File: config.mk
export PLATFORM = sky130hd
export DESIGN_NAME = tile_record_subdivider
export DESIGN_NICKNAME = d
export VERILOG_FILES = /design/src/sv/trs_pkg.sv /design/src/sv/trs_front.sv /design/src/sv/trs_fifo.sv /design/src/sv/trs_div.sv /design/src/sv/trs_back.sv /design/src/sv/tile_record_subdivider.sv
export SDC_FILE = /design/constraint.sdc
export NUM_CORES = 2
export LEC_CHECK = 0
export BUFFER_PORTS_ARGS = -buffer_cell sky130_fd_sc_hd__buf_4
export CAP_MARGIN = 20
export CORE_MARGIN = 8
export CORE_UTILIZATION = 55
export DETAILED_ROUTE_END_ITERATION = 8
export PLACE_DENSITY_LB_ADDON = 0.2
export SYNTH_ARGS = -nofsm -noshare
export SYNTH_HDL_FRONTEND = slang
export SYNTH_SLANG_ARGS = --single-unit
File: constraint.sdc
create_clock -name clk -period 12.65 [get_ports clk]
set_input_delay 2.53 -clock clk [delete_from_list [all_inputs] [get_ports clk]]
set_output_delay 2.53 -clock clk [all_outputs]
set_load 0.1 [all_outputs]
File: src/sv/trs_pkg.sv
// ----------------------------------------------------------------------------
// trs_pkg: shared types and constants for the tile record subdivider
// Holds the configuration, queue entry and result layouts, the error and
// register codes, and the fixed sizes of the subdivision datapath.
// ----------------------------------------------------------------------------
package trs_pkg;

  // Largest number of subdivisions per axis; larger settings saturate here.
  localparam int MAX_SUBTILES = 8;
  // Fraction bits of the subregion offsets.
  localparam int FRAC_BITS    = 8;
  // Width of the emitted grid coordinates.
  localparam int TILE_W       = 12;
  // Width of a scaled image size, pixels with fraction bits appended.
  localparam int POS_W        = 16 + FRAC_BITS;

  localparam int IN_W         = 128;
  localparam int CFG_DATA_W   = 31;
  localparam int CFG_IDX_W    = 3;

  // Error codes carried on the result channel.
  localparam logic [1:0] ERR_NONE       = 2'd0;
  localparam logic [1:0] ERR_NEG_OFFSET = 2'd1;
  localparam logic [1:0] ERR_BAD_LENGTH = 2'd2;
  localparam logic [1:0] ERR_TOO_LONG   = 2'd3;

  // Configuration register indexes.
  localparam logic [CFG_IDX_W-1:0] REG_GRID_COLUMNS      = 3'd0;
  localparam logic [CFG_IDX_W-1:0] REG_GRID_ROWS         = 3'd1;
  localparam logic [CFG_IDX_W-1:0] REG_CAMERA_DIVISIONS  = 3'd2;
  localparam logic [CFG_IDX_W-1:0] REG_SUBTILES_PER_SIDE = 3'd3;
  localparam logic [CFG_IDX_W-1:0] REG_IMAGE_WIDTH_PX    = 3'd4;
  localparam logic [CFG_IDX_W-1:0] REG_IMAGE_HEIGHT_PX   = 3'd5;
  localparam logic [CFG_IDX_W-1:0] REG_GAIN_ENTRIES      = 3'd6;
  localparam logic [CFG_IDX_W-1:0] REG_MAX_RECORD_LENGTH = 3'd7;

  typedef struct packed {
    logic [12:0] grid_columns;
    logic [12:0] grid_rows;
    logic [8:0]  camera_divisions;
    logic [3:0]  subtiles_per_side;
    logic [15:0] image_width_px;
    logic [15:0] image_height_px;
    logic [24:0] gain_entries;
    logic [30:0] max_record_length;
  } cfg_t;

  localparam cfg_t CFG_RESET = '{
    grid_columns:      13'd1,
    grid_rows:         13'd1,
    camera_divisions:  9'd1,
    subtiles_per_side: 4'd1,
    image_width_px:    16'd1,
    image_height_px:   16'd1,
    gain_entries:      25'd0,
    max_record_length: 31'h7fff_ffff
  };

  // A classified record as it sits in the queue.
  typedef struct packed {
    logic [1:0]  code;
    logic [30:0] num;
    logic [30:0] off;
    logic [30:0] len;
    logic [31:0] fno;
  } rec_t;

  // Result beat payload, last member in the lowest bits.
  typedef struct packed {
    logic [1:0]        pad;
    logic              gain_valid;
    logic [23:0]       gain_index;
    logic [31:0]       file_number_out;
    logic [30:0]       length_out;
    logic [30:0]       offset_out;
    logic [30:0]       image_number_out;
    logic [23:0]       sub_y_fixed;
    logic [23:0]       sub_x_fixed;
    logic [TILE_W-1:0] tile_row;
    logic [TILE_W-1:0] tile_col;
  } res_t;

  localparam int RES_W = $bits(res_t);

endpackage

File: src/sv/trs_front.sv
// ----------------------------------------------------------------------------
// trs_front: record intake and validation
// Unpacks an input beat, checks offset and length in priority order and
// pushes the classified record into the work queue.
// ----------------------------------------------------------------------------
module trs_front
  import trs_pkg::*;
(
  input  logic            in_tvalid,
  output logic            in_tready,
  input  logic [IN_W-1:0] in_tdata,
  input  logic [30:0]     max_record_length,
  input  logic            q_full,
  output logic            q_push,
  output rec_t            q_rec
);

  logic [31:0] off;
  logic [31:0] len;

  assign off = in_tdata[62:31];
  assign len = in_tdata[94:63];

  assign in_tready = !q_full;
  assign q_push    = in_tvalid && !q_full;

  always_comb begin
    q_rec.num = in_tdata[30:0];
    q_rec.off = off[30:0];
    q_rec.len = len[30:0];
    q_rec.fno = in_tdata[126:95];
    // The offset is checked first, then the length sign and zero, then its size.
    if (off[31]) begin
      q_rec.code = ERR_NEG_OFFSET;
    end else if (len[31] || (len == 32'd0)) begin
      q_rec.code = ERR_BAD_LENGTH;
    end else if (len[30:0] > max_record_length) begin
      q_rec.code = ERR_TOO_LONG;
    end else begin
      q_rec.code = ERR_NONE;
    end
  end

endmodule

File: src/sv/trs_fifo.sv
// ----------------------------------------------------------------------------
// trs_fifo: short record queue
// A small register queue that lets the front and back run independently.
// ----------------------------------------------------------------------------
module trs_fifo #(
  parameter int W     = 8,
  parameter int DEPTH = 2
) (
  input  logic         clk,
  input  logic         rst_n,
  input  logic         push,
  input  logic [W-1:0] din,
  output logic         full,
  input  logic         pop,
  output logic [W-1:0] dout,
  output logic         empty
);

  localparam int IW = (DEPTH > 1) ? $clog2(DEPTH) : 1;
  localparam int CW = $clog2(DEPTH + 1);

  logic [W-1:0]  slot_r [DEPTH];
  logic [IW-1:0] wr_ptr_r;
  logic [IW-1:0] rd_ptr_r;
  logic [CW-1:0] count_r;

  assign full  = (count_r == CW'(DEPTH));
  assign empty = (count_r == '0);
  assign dout  = slot_r[rd_ptr_r];

  always_ff @(posedge clk) begin
    if (!rst_n) begin
      wr_ptr_r <= '0;
      rd_ptr_r <= '0;
      count_r  <= '0;
    end else begin
      if (push) begin
        wr_ptr_r <= (wr_ptr_r == IW'(DEPTH - 1)) ? '0 : wr_ptr_r + 1'b1;
      end
      if (pop) begin
        rd_ptr_r <= (rd_ptr_r == IW'(DEPTH - 1)) ? '0 : rd_ptr_r + 1'b1;
      end
      if (push && !pop) begin
        count_r <= count_r + 1'b1;
      end else if (pop && !push) begin
        count_r <= count_r - 1'b1;
      end
    end
  end

  always_ff @(posedge clk) begin
    if (push) begin
      slot_r[wr_ptr_r] <= din;
    end
  end

endmodule

File: src/sv/trs_div.sv
// ----------------------------------------------------------------------------
// trs_div: restoring serial divider
// Produces one quotient bit per cycle while busy is high, and the results
// hold until the next start.
// ----------------------------------------------------------------------------
module trs_div #(
  parameter int DW = 8,
  parameter int VW = 4
) (
  input  logic          clk,
  input  logic          rst_n,
  input  logic          start,
  input  logic [DW-1:0] dividend,
  input  logic [VW-1:0] divisor,
  output logic          busy,
  output logic [DW-1:0] quo,
  output logic [VW-1:0] rem
);

  localparam int CW = $clog2(DW + 1);

  logic          busy_r;
  logic [CW-1:0] cnt_r;
  logic [DW-1:0] quo_r;
  logic [VW-1:0] rem_r;
  logic [VW:0]   trial;
  logic [VW:0]   diff;
  logic          take;

  assign trial = {rem_r, quo_r[DW-1]};
  assign diff  = trial - {1'b0, divisor};
  assign take  = (trial >= {1'b0, divisor});

  assign busy = busy_r;
  assign quo  = quo_r;
  assign rem  = rem_r;

  always_ff @(posedge clk) begin
    if (!rst_n) begin
      busy_r <= 1'b0;
      cnt_r  <= '0;
    end else if (start) begin
      busy_r <= 1'b1;
      cnt_r  <= CW'(DW);
    end else if (busy_r) begin
      cnt_r <= cnt_r - 1'b1;
      if (cnt_r == CW'(1)) begin
        busy_r <= 1'b0;
      end
    end
  end

  always_ff @(posedge clk) begin
    if (start) begin
      quo_r <= dividend;
      rem_r <= '0;
    end else if (busy_r) begin
      quo_r <= {quo_r[DW-2:0], take};
      rem_r <= take ? diff[VW-1:0] : trial[VW-1:0];
    end
  end

endmodule

File: src/sv/trs_back.sv
// ----------------------------------------------------------------------------
// trs_back: subdivision sequencer and result register
// Takes classified records from the queue, splits the image index into grid
// column and row, and walks the subtiles one beat per cycle unless stalled.
// ----------------------------------------------------------------------------
module trs_back
  import trs_pkg::*;
(
  input  logic             clk,
  input  logic             rst_n,
  input  cfg_t             cfg,
  input  logic             q_empty,
  input  rec_t             q_rec,
  output logic             q_pop,
  input  logic             out_tready,
  output logic             out_tvalid,
  output logic [RES_W-1:0] out_tdata,
  output logic [1:0]       out_tuser,
  output logic             out_tlast
);

  localparam logic [2:0] ST_IDLE = 3'd0;
  localparam logic [2:0] ST_ERR  = 3'd1;
  localparam logic [2:0] ST_DIV1 = 3'd2;
  localparam logic [2:0] ST_DIV2 = 3'd3;
  localparam logic [2:0] ST_TILE = 3'd4;

  logic [2:0]  state_r;
  logic [2:0]  state_nxt;

  logic [12:0] cols_eff;
  logic [8:0]  div_eff;
  logic [3:0]  subs_eff;

  rec_t        rec_r;

  // Divider results.
  logic              num_busy;
  logic [30:0]       num_quo;
  logic [12:0]       num_rem;
  logic              cd_busy;
  logic [12:0]       cd_quo;
  logic              w_busy;
  logic [POS_W-1:0]  w_quo;
  logic [3:0]        w_rem;
  logic              h_busy;
  logic [POS_W-1:0]  h_quo;
  logic [3:0]        h_rem;
  logic              gx_busy;
  logic [12:0]       gx_quo;
  logic              gy_busy;
  logic [12:0]       gy_quo;

  logic start1;
  logic start2;
  logic div1_done;
  logic div2_done;
  logic outside;

  // Subtile walk.
  logic [3:0]        sx_r;
  logic [3:0]        sy_r;
  logic [13:0]       tx_r;
  logic [13:0]       ty_r;
  logic [POS_W-1:0]  qx_r;
  logic [3:0]        rx_r;
  logic [POS_W-1:0]  qy_r;
  logic [3:0]        ry_r;
  logic [26:0]       rb_r;

  logic [3:0]        sx_inc;
  logic [3:0]        sy_inc;
  logic [14:0]       tx_step;
  logic [14:0]       ty_step;
  logic              col_more;
  logic              row_more;
  logic [3:0]        rx_sum;
  logic [3:0]        ry_sum;
  logic              rx_wrap;
  logic              ry_wrap;
  logic [27:0]       gi;
  logic              ge_nz;

  // Output register.
  logic              out_valid_r;
  res_t              res_r;
  logic [1:0]        code_r;
  logic              last_r;
  res_t              res_nxt;
  logic [1:0]        code_nxt;
  logic              last_nxt;
  logic              ld;
  logic              slot_free;

  assign cols_eff = (cfg.grid_columns == '0) ? 13'd1 : cfg.grid_columns;
  assign div_eff  = (cfg.camera_divisions == '0) ? 9'd1 : cfg.camera_divisions;
  assign subs_eff = (cfg.subtiles_per_side > 4'(MAX_SUBTILES)) ?
                    4'(MAX_SUBTILES) : cfg.subtiles_per_side;

  assign slot_free = !out_valid_r || out_tready;

  assign start1    = q_pop && (q_rec.code == ERR_NONE);
  assign div1_done = !num_busy && !cd_busy && !w_busy && !h_busy;
  assign outside   = (num_quo >= {18'd0, cfg.grid_rows});
  assign start2    = (state_r == ST_DIV1) && div1_done && !outside && (subs_eff != '0);
  assign div2_done = !gx_busy && !gy_busy;

  trs_div #(.DW(31), .VW(13)) u_div_num (
    .clk(clk), .rst_n(rst_n), .start(start1), .dividend(q_rec.num),
    .divisor(cols_eff), .busy(num_busy), .quo(num_quo), .rem(num_rem)
  );

  trs_div #(.DW(13), .VW(9)) u_div_cd (
    .clk(clk), .rst_n(rst_n), .start(start1), .dividend(cols_eff),
    .divisor(div_eff), .busy(cd_busy), .quo(cd_quo), .rem()
  );

  trs_div #(.DW(POS_W), .VW(4)) u_div_w (
    .clk(clk), .rst_n(rst_n), .start(start1),
    .dividend({cfg.image_width_px, FRAC_BITS'(0)}),
    .divisor(subs_eff), .busy(w_busy), .quo(w_quo), .rem(w_rem)
  );

  trs_div #(.DW(POS_W), .VW(4)) u_div_h (
    .clk(clk), .rst_n(rst_n), .start(start1),
    .dividend({cfg.image_height_px, FRAC_BITS'(0)}),
    .divisor(subs_eff), .busy(h_busy), .quo(h_quo), .rem(h_rem)
  );

  trs_div #(.DW(13), .VW(9)) u_div_gx (
    .clk(clk), .rst_n(rst_n), .start(start2), .dividend(num_rem),
    .divisor(div_eff), .busy(gx_busy), .quo(gx_quo), .rem()
  );

  trs_div #(.DW(13), .VW(9)) u_div_gy (
    .clk(clk), .rst_n(rst_n), .start(start2), .dividend(num_quo[12:0]),
    .divisor(div_eff), .busy(gy_busy), .quo(gy_quo), .rem()
  );

  // Next step along the row and down the columns.
  assign sx_inc   = sx_r + 4'd1;
  assign sy_inc   = sy_r + 4'd1;
  assign tx_step  = {1'b0, tx_r} + {6'd0, div_eff};
  assign ty_step  = {1'b0, ty_r} + {6'd0, div_eff};
  assign col_more = (sx_inc < subs_eff) && (tx_step < {2'd0, cols_eff});
  assign row_more = (sy_inc < subs_eff) && (ty_step < {2'd0, cfg.grid_rows});

  // Offsets advance by quotient and remainder of size/subs, with carry.
  assign rx_sum  = rx_r + w_rem;
  assign ry_sum  = ry_r + h_rem;
  assign rx_wrap = (rx_sum >= subs_eff);
  assign ry_wrap = (ry_sum >= subs_eff);

  assign gi    = {1'b0, rb_r} + {15'd0, gx_quo} + {24'd0, sx_r};
  assign ge_nz = (cfg.gain_entries != '0);

  always_comb begin
    state_nxt = state_r;
    q_pop     = 1'b0;
    ld        = 1'b0;
    res_nxt   = '0;
    code_nxt  = ERR_NONE;
    last_nxt  = 1'b0;
    case (state_r)
      ST_IDLE: begin
        if (!q_empty) begin
          q_pop     = 1'b1;
          state_nxt = (q_rec.code != ERR_NONE) ? ST_ERR : ST_DIV1;
        end
      end
      ST_ERR: begin
        if (slot_free) begin
          ld                       = 1'b1;
          code_nxt                 = rec_r.code;
          res_nxt.image_number_out = rec_r.num;
          last_nxt                 = 1'b1;
          state_nxt                = ST_IDLE;
        end
      end
      ST_DIV1: begin
        if (div1_done) begin
          state_nxt = (outside || (subs_eff == '0)) ? ST_IDLE : ST_DIV2;
        end
      end
      ST_DIV2: begin
        if (div2_done) begin
          state_nxt = ST_TILE;
        end
      end
      ST_TILE: begin
        if (slot_free) begin
          ld                       = 1'b1;
          res_nxt.tile_col         = tx_r[TILE_W-1:0];
          res_nxt.tile_row         = ty_r[TILE_W-1:0];
          res_nxt.sub_x_fixed      = qx_r;
          res_nxt.sub_y_fixed      = qy_r;
          res_nxt.image_number_out = rec_r.num;
          res_nxt.offset_out       = rec_r.off;
          res_nxt.length_out       = rec_r.len;
          res_nxt.file_number_out  = rec_r.fno;
          res_nxt.gain_index       = ge_nz ? gi[23:0] : 24'd0;
          res_nxt.gain_valid       = ge_nz && ({3'd0, cfg.gain_entries} > gi);
          last_nxt                 = !col_more && !row_more;
          if (!col_more && !row_more) begin
            state_nxt = ST_IDLE;
          end
        end
      end
      default: begin
        state_nxt = ST_IDLE;
      end
    endcase
  end

  always_ff @(posedge clk) begin
    if (!rst_n) begin
      state_r     <= ST_IDLE;
      out_valid_r <= 1'b0;
    end else begin
      state_r <= state_nxt;
      if (ld) begin
        out_valid_r <= 1'b1;
      end else if (out_tready) begin
        out_valid_r <= 1'b0;
      end
    end
  end

  always_ff @(posedge clk) begin
    if (q_pop) begin
      rec_r <= q_rec;
    end
    if (ld) begin
      res_r  <= res_nxt;
      code_r <= code_nxt;
      last_r <= last_nxt;
    end
    if ((state_r == ST_DIV2) && div2_done) begin
      rb_r <= {14'd0, gy_quo} * {14'd0, cd_quo};
      sx_r <= '0;
      sy_r <= '0;
      tx_r <= {1'b0, num_rem};
      ty_r <= {1'b0, num_quo[12:0]};
      qx_r <= '0;
      rx_r <= '0;
      qy_r <= '0;
      ry_r <= '0;
    end else if ((state_r == ST_TILE) && slot_free) begin
      if (col_more) begin
        sx_r <= sx_inc;
        tx_r <= tx_step[13:0];
        qx_r <= qx_r + w_quo + {{(POS_W-1){1'b0}}, rx_wrap};
        rx_r <= rx_wrap ? rx_sum - subs_eff : rx_sum;
      end else if (row_more) begin
        sx_r <= '0;
        tx_r <= {1'b0, num_rem};
        qx_r <= '0;
        rx_r <= '0;
        sy_r <= sy_inc;
        ty_r <= ty_step[13:0];
        qy_r <= qy_r + h_quo + {{(POS_W-1){1'b0}}, ry_wrap};
        ry_r <= ry_wrap ? ry_sum - subs_eff : ry_sum;
        rb_r <= rb_r + {14'd0, cd_quo};
      end
    end
  end

  assign out_tvalid = out_valid_r;
  assign out_tdata  = res_r;
  assign out_tuser  = code_r;
  assign out_tlast  = last_r;

endmodule

File: src/sv/tile_record_subdivider.sv
// ----------------------------------------------------------------------------
// tile_record_subdivider: index record validation and subtile expansion
// Checks a stored-image index record and expands it into subtile beats.
// ----------------------------------------------------------------------------
//   Input channel (in_*): one beat is one index record. A front stage checks
//   it at once and places it in a short queue, so in_tready stays high
//   until the queue is full.
//   Result channel (out_*): a failed check gives one error beat, with the
//   error code on out_tuser and out_tlast set. A valid record gives one beat
//   per subtile, row by row, with out_tlast on the final one; a record whose
//   grid row lies beyond the slide, or a zero subtile count, gives no beat.
//   Configuration (cfg_*): one register per write, taken on any edge with
//   cfg_wr_en high; write it only while no record is in flight.
//   An error beat passes through the queue and the error state into the
//   output register. A valid record passes through the queue, divides its
//   index by the grid width and tests the row bound, then divides the grid
//   position by the camera divisions, then gives one subtile per cycle
//   while the result register is free, up to 64 in all. The next record
//   leaves the queue while the last beat waits in the output register.
//   rst_n is synchronous and active low; it empties the queue, drops any
//   pending beat and restores the configuration registers to CFG_RESET.
//   While out_tready is low the result register holds its beat, the walk
//   pauses, and the queue then fills and drops in_tready.
// ----------------------------------------------------------------------------
module tile_record_subdivider
  import trs_pkg::*;
#(
  parameter int QUEUE_DEPTH = 2
) (
  input  logic                  clk,
  input  logic                  rst_n,
  // in_tdata, from bit 0: image_number[30:0], byte_offset[62:31],
  // byte_length[94:63], file_number[126:95], zero pad[127]
  input  logic                  in_tvalid,
  output logic                  in_tready,
  input  logic [IN_W-1:0]       in_tdata,
  // out_tdata, from bit 0: tile_col[11:0], tile_row[23:12],
  // sub_x_fixed[47:24], sub_y_fixed[71:48], image_number_out[102:72],
  // offset_out[133:103], length_out[164:134], file_number_out[196:165],
  // gain_index[220:197], gain_valid[221], zero pad[223:222]
  output logic                  out_tvalid,
  input  logic                  out_tready,
  output logic [RES_W-1:0]      out_tdata,
  // out_tuser: error_code[1:0]
  output logic [1:0]            out_tuser,
  output logic                  out_tlast,
  input  logic                  cfg_wr_en,
  input  logic [CFG_IDX_W-1:0]  cfg_index,
  input  logic [CFG_DATA_W-1:0] cfg_data
);

  cfg_t cfg_r;
  logic q_full;
  logic q_empty;
  logic q_push;
  logic q_pop;
  rec_t q_in;
  rec_t q_out;

  // Configuration registers; each write keeps only its register's width.
  always_ff @(posedge clk) begin
    if (!rst_n) begin
      cfg_r <= CFG_RESET;
    end else if (cfg_wr_en) begin
      case (cfg_index)
        REG_GRID_COLUMNS:      cfg_r.grid_columns      <= cfg_data[12:0];
        REG_GRID_ROWS:         cfg_r.grid_rows         <= cfg_data[12:0];
        REG_CAMERA_DIVISIONS:  cfg_r.camera_divisions  <= cfg_data[8:0];
        REG_SUBTILES_PER_SIDE: cfg_r.subtiles_per_side <= cfg_data[3:0];
        REG_IMAGE_WIDTH_PX:    cfg_r.image_width_px    <= cfg_data[15:0];
        REG_IMAGE_HEIGHT_PX:   cfg_r.image_height_px   <= cfg_data[15:0];
        REG_GAIN_ENTRIES:      cfg_r.gain_entries      <= cfg_data[24:0];
        REG_MAX_RECORD_LENGTH: cfg_r.max_record_length <= cfg_data[30:0];
        default: begin
          cfg_r <= cfg_r;
        end
      endcase
    end
  end

  // Front: accept and classify records.
  trs_front u_front (
    .in_tvalid         (in_tvalid),
    .in_tready         (in_tready),
    .in_tdata          (in_tdata),
    .max_record_length (cfg_r.max_record_length),
    .q_full            (q_full),
    .q_push            (q_push),
    .q_rec             (q_in)
  );

  // Queue between the two halves.
  trs_fifo #(
    .W     ($bits(rec_t)),
    .DEPTH (QUEUE_DEPTH)
  ) u_queue (
    .clk   (clk),
    .rst_n (rst_n),
    .push  (q_push),
    .din   (q_in),
    .full  (q_full),
    .pop   (q_pop),
    .dout  (q_out),
    .empty (q_empty)
  );

  // Back: divide, walk the subtiles and drive the result register.
  trs_back u_back (
    .clk        (clk),
    .rst_n      (rst_n),
    .cfg        (cfg_r),
    .q_empty    (q_empty),
    .q_rec      (q_out),
    .q_pop      (q_pop),
    .out_tready (out_tready),
    .out_tvalid (out_tvalid),
    .out_tdata  (out_tdata),
    .out_tuser  (out_tuser),
    .out_tlast  (out_tlast)
  );

endmodule

==> reports/qor.tcl <==
set qor(drv_cap) 0
set qor(worst_margin_slew_ns) 1.12
set qor(die_w_um) 331
set qor(timing.final.hold_violations) 0
set qor(gr-total-overflow) 0
set qor(kind_of_end_point_of_the_critical_path) {flip-flop}
set qor(r2r-end) {u_back.rb_r[24]}
set qor(avgSynthCellArea_um2) 11.4
set qor(htree_levels) 3
set qor(via_per_inst) 5.63
set qor(clock_path_buffers) 3
set qor(startpoint_type) {flip-flop}
set qor(dpl_cell_area_um2) 58600
set qor(synthesis.area_um2) 54500
set qor(critical_path.n_buffers_inverters) 4
set qor(drive_above_1_share) 0.151
set qor(io_buffers) 392
set qor(ioPinCount) 396
set qor(remaining_drc_errors) 0
set qor(grt_util_all_layers) 0.246
set qor(period_share) 0.526
set qor(setup_viol) 0
set qor(critPathRequiredTime_ns) 13.08
set qor(startpoint_of_the_lowest_slack_hold_path) {cfg_r[74]}
set qor(ys_dominant_reg_cell) {edfxtp_1}
set qor(cp_data_arrival_time_ns) 7.09
set qor(timing.critical_path.cells) {and2_1 -> fa_1 -> inv_1 -> fa_1 -> inv_1 -> ha_1 -> ha_1 -> inv_1 -> fa_1 -> inv_1 -> fa_1 -> a21o_1 -> a21oi_1 -> nor2b_1 -> o21ai_1 -> o21ai_0 -> o41ai_1 -> o21ai_0 -> a21oi_1 -> xnor2_1 -> mux2_2}
set qor(power_leakage_nw) 25.3
set qor(number_of_global_route_vias_before_repair) 35700
set qor(cts_hold_buffers) 0
set qor(worst_skew_pair.late_latency_ns) 0.70
set qor(dp_hpwl_um) 96100
set qor(drt_first_iter_violations) 2949
set qor(timing_max_transition_violations_final) 0
set qor(post-layout-total-power_mw) 17.2
set qor(power.density_nw_per_um2) 277
set qor(fp.dieH_um) 331
set qor(critical_path_class) {flip-flop to flip-flop}
set qor(power.internal_mw) 9.42
set qor(finish.net_count) 5782
set qor(synth.distinct_cells) 79
set qor(switchingPower_mw) 7.81
set qor(worstPathMaxFanout) 15
set qor(rr_startpoint) {u_back.u_div_cd.quo[3]}
set qor(critical-path-max-stage-delay_ns) 0.77
set qor(synth.yosys.warnings) 0
set qor(flow.area_growth_from_synthesis_pct) 14.2
set qor(grt_start_max_net_pins) 135
set qor(setup_fix_buffers_added_after_clock_tree_synthesis) 0
set qor(routed_wirelength_um) 137000
set qor(post_synth_inst_count) 4791
set qor(route.detailed.wl_per_inst_um) 21.0
set qor(netSwitchingFraction) 0.453
set qor(outcome) {finished clean}
set qor(min_period_ns) 6.66
set qor(rsz_0062_raised_after_global_routing) {false}
set qor(coreArea_um2) 98300
set qor(synth_top_area_share) 0.419
set qor(synth.yosys.seq_area_share) 0.529
set qor(fmaxAchievable_ghz) 0.150
set qor(detail-route-antenna-nets) 0
set qor(final.setup.tns_ns) 0
set qor(ys_top_cells_by_area) {edfxtp_1, dfxtp_1, ha_1, fa_1, nand2_1}
set qor(post-route-worst-setup-slack_ns) 5.99
set qor(timing.critical_path.slowest_stage_cell) {o41ai_1}
set qor(share_seq_of_total_power) 0.303
set qor(final.setup_skew_ns) 0.0381
set qor(share_clk_of_total_power) 0.183
set qor(async_flop_share) 0
set qor(synth-edff-count) 760
set qor(initial_antenna_violation_count) 9
set qor(die_outline_area_um2) 109000
set qor(row_count) 115
set qor(reg2reg_slack_ns) 5.99
set qor(cts.clk_slew.worst_paths_ns) 0.06
set qor(reg2reg_depth) 21
set qor(finish.instance_area_um2) 62200
set qor(wire_length_of_the_first_global_routing_pass_um) 208000
set qor(pre_cts_slack_ns) 6.13
set qor(clock-sinks) 1060
set qor(ir_worst_vdd_mv) 0.729
set qor(tritoncts) {built}
set qor(cts_root_buffer) {clkbuf_16}
set qor(cts_made_buffers) 107
set qor(timing.max_slew.rel_slack) 0.248
set qor(holdCritPathClass) {flip-flop to flip-flop}
set qor(dr_total_vias) 36700
set qor(whs_path_depth) 2
set qor(crit_family) {adder cells}
set qor(synth.ff_latch_count) 1060
set qor(finalWeightedCongestion) 0.919
set qor(ctsResizeCount) 0
set qor(firstDrtPassIters) 5
set qor(whs_endpoint) {cfg_r[74]}
set qor(combinational_power_share) 0.514
set qor(floorplan.initialDensity) 0.554
set qor(cell_type_contributing_the_most_total_cell_area_after_synthesis) {edfxtp_1}
==> layout by cell type (no fill, tap or decap), drive strengths merged, types with 10 or more instances in the layout <==
cell      n
edfxtp  760
nand2   644
buf     428
ha      344
inv     334
dfxtp   300
and2    287
nor2    262
a21oi   181
mux2    168
o21ai   148
clkbuf  147
fa      143
a21boi  114
xnor2   103
nand3    89
xor2     85
a21o     68
mux2i    66
nand2b   49
o211ai   48
nor3     42
clkinv   41
nor2b    40
o21a     39
a211oi   37
nand4    31
nor4     26
a22o     22
a31oi    17
and3     16
or3      14
o21bai   14
diode    10
==> flip-flops by register name, summed over array words and instances, names as in the netlist, 9 cells and up, named ones only <==
signal,cells
u_back.qx_r,24
u_back.rec_r,127
u_back.u_div_h.quo,24
u_back.u_div_gx.quo,13
u_back.u_div_num.rem,13
u_back.u_div_w.quo,24
u_back.u_div_gx.rem,9
u_back.out_tdata,222
u_back.tx_r,14
u_back.ty_r,14
u_back.u_div_cd.quo,13
u_queue.slot_r,254
u_back.u_div_num.quo,31
u_back.u_div_gy.rem,9
u_back.qy_r,24
u_back.u_div_cd.rem,9
u_back.u_div_gy.quo,13
cfg_r,127
u_back.rb_r,27
==> cell families after synthesis <==
| family | Yosys count | share of synthesized area |
|---|---|---|
| AND/OR/NAND/NOR | 1534 | 0.133 |
| multiplexers | 234 | 0.0469 |
| other | 1 | 0.0000689 |
| XOR/XNOR | 188 | 0.0302 |
| adder cells (fa/ha/maj) | 487 | 0.132 |
| flip-flops | 1060 | 0.529 |
| buffers and inverters | 533 | 0.0373 |
| AO/OA/AOI/OAI | 754 | 0.0915 |
==> worst max path at each step <==
| stage | from | endpoint | slack [ns] | cells past startpoint |
|---|---|---|---|---|
| finish | u_back.u_div_cd.quo[3] | u_back.rb_r[24] | 5.99 | 21 |
| global placement | u_back.u_div_cd.quo[3] | u_back.rb_r[24] | 6.18 | 21 |
| global route | u_back.u_div_cd.quo[3] | u_back.rb_r[24] | 5.68 | 21 |
| detailed placement | u_back.u_div_cd.quo[3] | u_back.rb_r[24] | 6.13 | 21 |
| CTS | u_back.u_div_cd.quo[3] | u_back.rb_r[24] | 6.08 | 21 |
| floorplan | out_tready | u_back.out_tdata[100] | 2.76 | 5 |
==> through the flow <==
step | std cells | util | hold slack (ns)
floorplan | 4792 | - | 0.429
global placement | 6301 | 0.596 | 0.451
detailed placement | 6303 | 0.596 | 0.458
CTS | 6506 | 0.632 | 0.466
global route | 6517 | 0.633 | 0.481
finish | 6519 | 0.633 | 0.465
==> cell usage after synthesis, drive strengths merged (8+ instances only) <==
master,count
o21a,39
mux2,168
nand2,644
fa,143
mux2i,66
nor4,26
ha,344
a21boi,114
o21bai,14
o21ai,148
clkbuf,175
a22o,22
a21oi,181
and3,16
or2,8
xor2,85
a31oi,17
nand4,31
a211oi,37
and2,287
o41ai,9
or3,14
nor2,262
edfxtp,760
xnor2,103
nor4b,8
nand2b,49
nor2b,40
dfxtp,300
o211ai,48
buf,27
o31ai,8
nor3,42
nand3,89
inv,331
a21o,68
==> worst register-to-register path, stage by stage, from the launching register on <==
cell and delay [ns]:
edfxtp_1 0.67, and2_1 0.31, fa_1 0.53, inv_1 0.05
fa_1 0.52, inv_1 0.04, ha_1 0.28, ha_1 0.28
inv_1 0.05, fa_1 0.52, inv_1 0.06, fa_1 0.45
a21o_1 0.17, a21oi_1 0.21, nor2b_1 0.09, o21ai_1 0.32
o21ai_0 0.29, o41ai_1 0.77, o21ai_0 0.23, a21oi_1 0.21
xnor2_1 0.08, mux2_2 0.25
==> metal layers <==
| layer | vias to the layer above | GRT usage | wire, um |
|---|---|---|---|
| met1 | 17800 | 0.333 | 58600 |
| met2 | 1182 | 0.400 | 63500 |
| met5 | - | 0 | 0 |
| met4 | 0 | 0.0883 | 4660 |
| met3 | 227 | 0.0423 | 9900 |
| li1 | 17400 | - | - |
==> final cells by class <==
| cell class | instances | area [um^2] |
|---|---|---|
| antenna | 10 | 25.0 |
| clock buffer | 146 | 2890 |
| clock inverter | 57 | 621 |
| fill | 7652 | 36100 |
| inverter | 331 | 1240 |
| multi-input combinational | 3199 | 23700 |
| sequential | 1060 | 28800 |
| tap | 1287 | 1610 |
| timing repair buffer | 429 | 3290 |
==> power groups by stage <==
stage	sequential, mW	combinational (mW)	clock, mW
2_1_floorplan	6.82	4.97	0
4_1_cts	5.21	8.85	3.21
3_5_place_dp	5.27	8.80	0
3_3_place_gp	5.25	8.73	0
5_1_grt	5.29	9.75	3.34
6_report	5.22	8.86	3.15
(Power assumes the default switching activity.)
